<file path="config.mk">
export PLATFORM = sky130hd
export DESIGN_NAME = repetition_code_letter_decoder
export DESIGN_NICKNAME = d
export VERILOG_FILES = /design/src/hdl/rcld_pkg.sv /design/src/hdl/repetition_code_letter_decoder.sv /design/src/hdl/rcld_group_vote.sv /design/src/hdl/rcld_decode.sv
export SDC_FILE = /design/constraint.sdc
export NUM_CORES = 1
export LEC_CHECK = 0
export BUFFER_PORTS_ARGS = -buffer_cell sky130_fd_sc_hd__clkbuf_2
export CAP_MARGIN = 25
export CORE_MARGIN = 2
export CORE_UTILIZATION = 29
export DETAILED_ROUTE_END_ITERATION = 16
export GPL_TIMING_DRIVEN = 1
export HOLD_SLACK_MARGIN = 0.1
export PLACE_DENSITY_LB_ADDON = 0.3
export SLEW_MARGIN = 10
export SYNTH_ARGS = -nofsm -noshare
export SYNTH_HDL_FRONTEND = slang
export SYNTH_SLANG_ARGS = --single-unit
</file>
<file path="constraint.sdc">
create_clock -name clk -period 7.9 [get_ports clk]
set_input_delay 1.58 -clock clk [delete_from_list [all_inputs] [get_ports clk]]
set_output_delay 1.58 -clock clk [all_outputs]
set_load 0.005 [all_outputs]
</file>
<file path="src/hdl/rcld_pkg.sv">
`timescale 1ns / 1ps
`default_nettype none

package rcld_pkg;

    // fixed result field widths
    localparam int CHAR_W      = 8;
    localparam int IDX_OUT_W   = 5;
    localparam int ERR_OUT_W   = 5;
    localparam int OUT_TDATA_W = 24;
    localparam int OUT_TUSER_W = 1;

    // configuration register widths and port shape
    localparam int MAX_ERR_W  = 3;
    localparam int LCOUNT_W   = 6;
    localparam int CFG_ADDR_W = 1;
    localparam int CFG_DATA_W = 6;

    // register indexes
    localparam logic [CFG_ADDR_W-1:0] REG_MAX_ERRORS   = 1'b0;
    localparam logic [CFG_ADDR_W-1:0] REG_LETTER_COUNT = 1'b1;

    // reset values
    localparam logic [MAX_ERR_W-1:0] MAX_ERRORS_RST   = 3'd4;
    localparam logic [LCOUNT_W-1:0]  LETTER_COUNT_RST = 6'd26;

    // character codes
    localparam logic [CHAR_W-1:0] FIRST_LETTER = 8'd97;
    localparam logic [CHAR_W-1:0] REJECT_CODE  = 8'd63;

    typedef struct packed {
        logic [MAX_ERR_W-1:0] max_errors;
        logic [LCOUNT_W-1:0]  letter_count;
    } cfg_t;

    typedef struct packed {
        logic [CHAR_W-1:0]    char_code;
        logic                 valid_res;
        logic [IDX_OUT_W-1:0] letter_index;
        logic [ERR_OUT_W-1:0] error_count;
    } res_t;

endpackage

`default_nettype wire

</file>
<file path="src/hdl/repetition_code_letter_decoder.sv">
`timescale 1ns / 1ps
`default_nettype none

// channel   dir  handshake                  payload
// s_        in   s_tvalid / s_tready        s_tdata: received_word
// m_        out  m_tvalid / m_tready        m_tdata: char_code, letter_index,
//                                           error_count; m_tuser: valid_res
// cfg_      in   cfg_we (no back-pressure)  cfg_addr, cfg_data
//
// one word per cycle sustained while m_ is not stalled; a word passes through the
// input register, vote/sum/compare logic and result register
// reset clears both stage valids and loads the register reset values
// a stall on m_ holds the result; the input stage keeps accepting until
// both stages are full

module repetition_code_letter_decoder #(
    parameter int REPEAT     = 9,
    parameter int INDEX_BITS = 5,
    localparam int IN_TDATA_W = ((REPEAT * INDEX_BITS + 7) / 8) * 8
) (
    input  wire logic                                clk,
    input  wire logic                                rst_n,
    // input stream
    input  wire logic                                s_tvalid,
    output logic                                     s_tready,
    input  wire logic [IN_TDATA_W-1:0]               s_tdata,  // received_word, zero pad
    // output stream
    output logic                                     m_tvalid,
    input  wire logic                                m_tready,
    output logic [rcld_pkg::OUT_TDATA_W-1:0]         m_tdata,  // char_code, letter_index,
                                                               // error_count, zero pad
    output logic [rcld_pkg::OUT_TUSER_W-1:0]         m_tuser,  // valid_res
    // configuration
    input  wire logic                                cfg_we,
    input  wire logic [rcld_pkg::CFG_ADDR_W-1:0]     cfg_addr,
    input  wire logic [rcld_pkg::CFG_DATA_W-1:0]     cfg_data
);

    import rcld_pkg::*;

    localparam int WORD_BITS = REPEAT * INDEX_BITS;
    localparam int PAD_W     = OUT_TDATA_W - CHAR_W - IDX_OUT_W - ERR_OUT_W;

    cfg_t                 cfg_reg;
    logic [WORD_BITS-1:0] word_reg;
    logic                 in_vld_reg;
    logic                 in_vld_next;
    res_t                 res_reg;
    res_t                 res_next;
    logic                 out_vld_reg;
    logic                 out_vld_next;
    logic                 out_adv;

    // configuration registers
    always_ff @(posedge clk or negedge rst_n)
    begin
        if (!rst_n)
        begin
            cfg_reg.max_errors   <= MAX_ERRORS_RST;
            cfg_reg.letter_count <= LETTER_COUNT_RST;
        end
        else if (cfg_we)
        begin
            unique case (cfg_addr)
                REG_MAX_ERRORS:   cfg_reg.max_errors   <= cfg_data[MAX_ERR_W-1:0];
                REG_LETTER_COUNT: cfg_reg.letter_count <= cfg_data[LCOUNT_W-1:0];
                default:          cfg_reg <= cfg_reg;
            endcase
        end
    end

    // pipeline handshake
    assign out_adv      = !out_vld_reg || m_tready;
    assign s_tready     = !in_vld_reg || out_adv;
    assign in_vld_next  = s_tready ? s_tvalid : in_vld_reg;
    assign out_vld_next = out_adv ? in_vld_reg : out_vld_reg;

    always_ff @(posedge clk or negedge rst_n)
    begin
        if (!rst_n)
        begin
            in_vld_reg  <= 1'b0;
            out_vld_reg <= 1'b0;
        end
        else
        begin
            in_vld_reg  <= in_vld_next;
            out_vld_reg <= out_vld_next;
        end
    end

    // input word register
    always_ff @(posedge clk)
    begin
        if (s_tvalid && s_tready)
        begin
            word_reg <= s_tdata[WORD_BITS-1:0];
        end
    end

    // decode logic
    rcld_decode #(
        .REPEAT     (REPEAT),
        .INDEX_BITS (INDEX_BITS)
    ) u_decode (
        .word (word_reg),
        .cfg  (cfg_reg),
        .res  (res_next)
    );

    // result register
    always_ff @(posedge clk)
    begin
        if (out_adv && in_vld_reg)
        begin
            res_reg <= res_next;
        end
    end

    assign m_tvalid = out_vld_reg;
    assign m_tdata  = {PAD_W'(0), res_reg.error_count, res_reg.letter_index,
                       res_reg.char_code};
    assign m_tuser  = OUT_TUSER_W'(res_reg.valid_res);

    // accepted result carries its letter
    a_letter_code: assert property (@(posedge clk) disable iff (!rst_n)
        m_tvalid && res_reg.valid_res |->
            res_reg.char_code == FIRST_LETTER + CHAR_W'(res_reg.letter_index))
        else $error("accepted result has wrong letter code");

    // rejected result carries the reject code
    a_reject_code: assert property (@(posedge clk) disable iff (!rst_n)
        m_tvalid && !res_reg.valid_res |-> res_reg.char_code == REJECT_CODE)
        else $error("rejected result has wrong code");

    // accepted result stays within the error bound
    a_err_bound: assert property (@(posedge clk) disable iff (!rst_n)
        m_tvalid && res_reg.valid_res |->
            res_reg.error_count <= ERR_OUT_W'(cfg_reg.max_errors))
        else $error("accepted result exceeds error bound");

    // a decoded word moving forward shows up as a result
    a_stage_move: assert property (@(posedge clk) disable iff (!rst_n)
        in_vld_reg && out_adv |=> out_vld_reg)
        else $error("decoded word lost between stages");

endmodule

`default_nettype wire

</file>
<file path="src/hdl/rcld_group_vote.sv">
`timescale 1ns / 1ps
`default_nettype none

module rcld_group_vote #(
    parameter int REPEAT = 9,
    parameter int CNT_W  = $clog2(REPEAT + 1)
) (
    input  wire logic [REPEAT-1:0] bits,
    output logic                   bit_val,
    output logic [CNT_W-1:0]       flips
);

    logic [CNT_W-1:0] ones;
    logic [CNT_W-1:0] zeros;

    // population count of the group
    always_comb
    begin
        ones = '0;
        for (int i = 0; i < REPEAT; i++)
        begin
            ones = ones + CNT_W'(bits[i]);
        end
    end

    // strict majority, a tie decodes to zero
    assign zeros   = CNT_W'(REPEAT) - ones;
    assign bit_val = ({1'b0, ones} << 1) > (CNT_W + 1)'(REPEAT);
    assign flips   = (ones < zeros) ? ones : zeros;

endmodule

`default_nettype wire

</file>
<file path="src/hdl/rcld_decode.sv">
`timescale 1ns / 1ps
`default_nettype none

module rcld_decode #(
    parameter int REPEAT     = 9,
    parameter int INDEX_BITS = 5
) (
    input  wire logic [REPEAT*INDEX_BITS-1:0] word,
    input  wire rcld_pkg::cfg_t               cfg,
    output rcld_pkg::res_t                    res
);

    import rcld_pkg::*;

    localparam int CNT_W = $clog2(REPEAT + 1);
    localparam int ERR_W = $clog2(INDEX_BITS * (REPEAT / 2) + 1);
    localparam int CMP_W = (ERR_W > MAX_ERR_W) ? ERR_W : MAX_ERR_W;

    logic [INDEX_BITS-1:0] idx;
    logic [CNT_W-1:0]      flips [INDEX_BITS];
    logic [CMP_W-1:0]      err_sum;
    logic                  ok;

    // one majority voter per index bit
    for (genvar g = 0; g < INDEX_BITS; g++)
    begin : g_vote
        rcld_group_vote #(
            .REPEAT (REPEAT),
            .CNT_W  (CNT_W)
        ) u_vote (
            .bits    (word[g*REPEAT +: REPEAT]),
            .bit_val (idx[g]),
            .flips   (flips[g])
        );
    end

    // total distance to the nearest codeword
    always_comb
    begin
        err_sum = '0;
        for (int g = 0; g < INDEX_BITS; g++)
        begin
            err_sum = err_sum + CMP_W'(flips[g]);
        end
    end

    // acceptance and result word
    assign ok = (err_sum <= CMP_W'(cfg.max_errors))
             && (LCOUNT_W'(idx) < cfg.letter_count);

    always_comb
    begin
        res.char_code    = ok ? (FIRST_LETTER + CHAR_W'(idx)) : REJECT_CODE;
        res.valid_res    = ok;
        res.letter_index = IDX_OUT_W'(idx);
        res.error_count  = ERR_OUT_W'(err_sum);
    end

endmodule

`default_nettype wire

</file>
==> out/metrics.cfg, run 1 <==
[run_status]
status = finished, final reports clean

[clocking]
cts.htree.levels = 3
cts_resized = 0
cts_root_buf = clkbuf_16
post_cts_buffers = 0
numCtsBuffers = 9
clkSlewWorstSetupHoldPaths_ps = 50
cts_tree = done
clock_path_buffers = 2
clk_latency_ps = 340
clock_sinks = 75
cts_hold_buf = 0

[yosys]
synth_edf_count = 64
ys_types = 33
synth_seq_cells = 75
syn_inst = 353
ys.flop_type = edfxtp_1
yosys.area.top_type_share_pct = 43.1
synth-seq-area-share_pct = 49.4
avgSynthCellArea_sq_um = 12.6
synth_warnings = 0
synth_top_area_cell = edfxtp_1
syn_area_sq_um = 4460
async_flop_share_pct = 14.7
synth_area_leaders = edfxtp_1 43%, fa_1 16%, ha_1 9.3%

[drt]
vias = 2605
dr.pass1.iters = 4
wl_um = 7270
postRouteAntennaNets = 0
viasPerCell = 4.12
first_iter_violations = 105
drc = 0
wire_per_inst_um = 11.5

[final_layout]
nFillCells = 1462
post-route-cell-area_sq_um = 5350
largest_register_ffs = 45
area_growth_pct = 20.0
n_antenna_cell = 0
final_common_cell = inv_1
fin_nets = 569
drive_above_1_share_pct = 24.5
layout_common_cells = 91 x inv_1, 77 x clkbuf_2, 64 x edfxtp_1

[timing]
period_minus_slack_ps = 7320
setup_tns_ps = 0
setup_viol = 0
max_freq_ghz = 0.137
skew_ps = 8.16
slew_headroom_pct = 42.3
worst_slew_pin_slew_ps = 866
finalCritPeriodShare_pct = 92.7
finalHoldViolCount = 0
fin_ws_ps = 579
finalMaxSlewViolations = 0
rsz0062_at_grt = false

[global_route]
grt_pass1_wl_um = 12600
grt_max_degree = 46
grt_usage_pct = 10.1
antenna_found_initial = 0
grt_pass1_vias = 2734
gr-total-overflow = 0

[critical_path]
end_kind = flop
critPathLaunchType = flop
regToRegSetupSlack_ps = 580
cp.arrival_ps = 7370
path_class = flop to flop
cp_max_fo = 9
critPathRequiredTime_ps = 7950

[floorplan]
die-area_sq_um = 16400
die_h_um = 128
die_x_um = 128
core_area_sq_um = 15100
start_util_pct = 29.5
ios = 87
num_rows = 45

[flow_run]
drv_cap = 0

[place]
gp_congestion = 0.785
portBuffers = 77
pre_cts_ws_ps = 543
placed_area_sq_um = 5050
dp_hpwl_um = 5960

[min_path]
hold_class = flop to flop

cell usage after synthesis, types with 2 or more instances:
| master | count |
|---|---|
| edfxtp_1 | 64 |
| a21o_1 | 3 |
| dfstp_2 | 4 |
| a21oi_1 | 13 |
| nor2b_1 | 6 |
| nand2_1 | 13 |
| nand3b_1 | 4 |
| inv_1 | 91 |
| o21ai_0 | 13 |
| or3_1 | 4 |
| nand2b_1 | 6 |
| ha_1 | 33 |
| buf_4 | 6 |
| nor2_1 | 5 |
| xor2_1 | 6 |
| nand3_1 | 3 |
| mux2_2 | 7 |
| xnor2_1 | 11 |
| dfrtp_1 | 7 |
| fa_1 | 36 |
| and2_1 | 3 |
| o22ai_1 | 2 |
| and4b_1 | 2 |
| nand4b_1 | 2 |
area by class of cell:
class / count / area [sq um] / area share [%]
Clock inverter: 6 / 57.6 / 1.08
Clock buffer: 10 / 229 / 4.28
Multi-Input combinational cell: 184 / 1880 / 35.1
Inverter: 92 / 345 / 6.45
Sequential cell: 75 / 2200 / 41.1
Tap cell: 188 / 235 / 4.39
Timing Repair Buffer: 78 / 405 / 7.57
final timing paths:
path                              end    startpoint  cells past startpoint
min reg2reg                  m_tvalid    in_vld_reg                      1
max in group asynchronous  cfg_reg[1]         rst_n                      1
max reg2reg                m_tdata[5]  word_reg[27]                     24
max                        m_tdata[5]  word_reg[27]                     24
min in group asynchronous  cfg_reg[2]         rst_n                      1
min                          m_tvalid    in_vld_reg                      1
cell families (layout without fill, tap and decap cells):
| logic type | after synthesis | in the layout | share of synthesized area, % |
|---|---|---|---|
| other cells | 1 | 6 | 0.0840 |
| buf+inv | 99 | 186 | 9.00 |
| xor+xnor | 17 | 17 | 3.34 |
| flops | 75 | 75 | 49.4 |
| compound gates | 35 | 35 | 4.77 |
| mux | 7 | 7 | 1.77 |
| fa+ha+maj | 69 | 69 | 25.4 |
| simple gates | 50 | 50 | 6.28 |
per-layer routing:
layer	share of wire, %	routed length [um]	up-vias	GRT usage (%)
met5	0	0	-	0
met2	47	3400	70	15.9
met3	5.2	375	9	3.46
li1	-	-	1296	-
met4	1.7	127	0	4.27
met1	46	3360	1230	12.6
critical path: stages, from the launching register on:
cell	delay (ps)
edfxtp_1	320
inv_1	50
fa_1	550
fa_1	440
fa_1	500
inv_1	50
fa_1	370
inv_1	80
fa_1	470
inv_1	130
ha_1	150
a21oi_1	40
o21ai_0	320
o21ai_0	200
fa_1	530
inv_1	50
fa_1	510
fa_1	540
fa_1	550
inv_1	50
ha_1	290
o21a_1	120
o21ai_0	180
and4b_1	420
nand4b_1	130
through the flow:
| stage | utilization (%) | hold WS, ps | instances |
|---|---|---|---|
| finish | 35.3 | 486 | 633 |
| global route | 35.3 | 516 | 633 |
| CTS | 35.2 | 487 | 632 |
| detailed placement | 33.3 | 471 | 616 |
| global placement | 33.3 | 466 | 616 |
| floorplan | - | 449 | 358 |
Power of run 1 is left out: the tool's default activity adds up to more than one toggle a clock period on the data nets, which glitch-free logic cannot reach.
==> inputs of run 2 (changes only) <==
- CORE_UTILIZATION: 29 -> 40
- CTS_CLUSTER_SIZE: unset -> 14
==> out/metrics.cfg, run 2 (same netlist as run 1, synthesis figures left out) <==
[drt]
wl_um = 7020  ; was 7270 um
wire_per_inst_um = 12.0  ; was 11.5 um
viasPerCell = 4.44  ; was 4.12
drc = 0  ; unchanged
vias = 2596  ; was 2605
dr.pass1.iters = 4  ; unchanged
postRouteAntennaNets = 0  ; unchanged
first_iter_violations = 68  ; was 105

[final_layout]
n_antenna_cell = 0  ; unchanged
area_growth_pct = 17.0  ; was 20.0%
largest_register_ffs = 45  ; unchanged
layout_common_cells = 91 x inv_1, 77 x clkbuf_2, 64 x edfxtp_1  ; unchanged
fin_nets = 569  ; unchanged
drive_above_1_share_pct = 24.5  ; unchanged
final_common_cell = inv_1  ; unchanged

[floorplan]
start_util_pct = 41.2  ; was 29.5%
die_x_um = 110  ; was 128 um
die_h_um = 110  ; was 128 um
die-area_sq_um = 12000  ; was 16400 sq um
ios = 87  ; unchanged
num_rows = 38  ; was 45
core_area_sq_um = 10800  ; was 15100 sq um

[place]
dp_hpwl_um = 5580  ; was 5960 um
portBuffers = 77  ; unchanged
gp_congestion = 0.765  ; was 0.785

[timing]
worst_slew_pin_slew_ps = 827  ; was 866 ps
finalMaxSlewViolations = 0  ; unchanged
max_freq_ghz = 0.137  ; about the same
skew_ps = 10.4  ; was 8.16 ps
finalHoldViolCount = 0  ; unchanged
slew_headroom_pct = 44.9  ; was 42.3%
finalCritPeriodShare_pct = 92.7  ; about the same
period_minus_slack_ps = 7320  ; about the same
setup_tns_ps = 0  ; unchanged
setup_viol = 0  ; unchanged
rsz0062_at_grt = false  ; unchanged

[critical_path]
cpMaxStageDelayCell = fa_1  ; unchanged
path_class = flop to flop  ; unchanged
cp_max_fo = 9  ; unchanged
max_stage_delay_ps = 560  ; was 550 ps
critPathLaunchType = flop  ; unchanged
crit_top_cell = fa_1  ; unchanged
critical-path-top-delay-family = adder cells  ; unchanged
cp.arrival_ps = 7400  ; was 7370 ps
crit_chain = fa_1, inv_1, fa_1, fa_1, inv_1, fa_1, inv_1, fa_1, inv_1, ha_1, a21oi_1, o21ai_0, o21ai_0, fa_1, inv_1, fa_1, fa_1, fa_1, inv_1, ha_1, o21a_1, o21ai_0, and4b_1, nand4b_1  ; was inv_1, fa_1, fa_1, fa_1, inv_1, fa_1, inv_1, fa_1, inv_1, ha_1, a21oi_1, o21ai_0, o21ai_0, fa_1, inv_1, fa_1, fa_1, fa_1, inv_1, ha_1, o21a_1, o21ai_0, and4b_1, nand4b_1
critPathBufInv = 6  ; unchanged
critPathRequiredTime_ps = 7980  ; was 7950 ps
end_kind = flop  ; unchanged

[clocking]
clock_sinks = 75  ; unchanged
cts.htree.levels = 3  ; unchanged
post_cts_buffers = 0  ; unchanged
cts_root_buf = clkbuf_8  ; was clkbuf_16
cts_tree = done  ; unchanged
clk_latency_ps = 350  ; was 340 ps
cts_resized = 0  ; unchanged
numCtsBuffers = 9  ; unchanged
clock_path_buffers = 2  ; unchanged
clkSlewWorstSetupHoldPaths_ps = 80  ; was 50 ps
cts_hold_buf = 0  ; unchanged

[global_route]
grt_pass1_wl_um = 11700  ; was 12600 um
busiest_layer = met2  ; unchanged
grt_pass1_vias = 2754  ; was 2734
antenna_found_initial = 0  ; unchanged
gr-total-overflow = 0  ; unchanged
use_met3_pct = 4.09  ; was 3.46%
met1_usage_pct = 15.0  ; was 12.6%
grt_max_degree = 46  ; unchanged
grt_usage_pct = 12.9  ; was 10.1%
met2_usage_pct = 22.5  ; was 15.9%

[min_path]
hold_class = flop to flop  ; unchanged

[flow_run]
drv_cap = 0  ; unchanged

[run_status]
status = finished, final reports clean  ; unchanged

-- run 2: changes by cell type in the layout (fill, tap and decap cells not counted), sizes merged --
cell,before,now
bufinv,1,2
clkinvlp,1,0
-- run 2: cell type report --
cell class / count / area, sq um
Timing Repair Buffer: 78 / 405
Inverter: 92 / 345
Sequential cell: 75 / 2200
Clock buffer: 10 / 138
Clock inverter: 6 / 78.8
Tap cell: 140 / 175
Multi-Input combinational cell: 184 / 1880
Fill cell: 987 / 5620
-- run 2: final timing paths --
path	from	endpoint	slack, ps	cells after the start
setup / recovery	word_reg[18]	m_tdata[5]	580	24
max in group asynchronous	rst_n	cfg_reg[3]	6550	1
setup reg to reg	word_reg[18]	m_tdata[5]	580	24
hold / removal	in_vld_reg	m_tvalid	500	1
min in group asynchronous	rst_n	cfg_reg[5]	1080	1
hold reg to reg	in_vld_reg	m_tvalid	500	1
-- run 2: through the flow --
stage	std cells	utilization, %	hold WS, ps	worst slack [ps]	area (sq um)
floorplan	358	-	449	1090	4480
detailed placement	568	46.0	482	553	4990
CTS	584	48.0	502	545	5200
global route	585	48.2	537	145	5220
global placement	568	46.0	461	667	4990
finish	585	48.2	497	575	5220
-- run 2: metal layers --
layer / vias to the layer above / wire length, um
met5: - / 0
met3: 10 / 415
met4: 0 / 108
met2: 68 / 3430
met1: 1227 / 3070
li1: 1291 / -
-- run 2: worst reg2reg max path, cell delays in order, from the launching register on --
cell and delay (ps):
edfxtp_1 400, fa_1 540, inv_1 50, fa_1 470, fa_1 500, inv_1 50, fa_1 380, inv_1 80
fa_1 460, inv_1 130, ha_1 150, a21oi_1 40, o21ai_0 310, o21ai_0 170, fa_1 500, inv_1 50
fa_1 510, fa_1 540, fa_1 560, inv_1 60, ha_1 280, o21a_1 110, o21ai_0 170, and4b_1 400
nand4b_1 140
Power of run 2 is left out for the same reason.
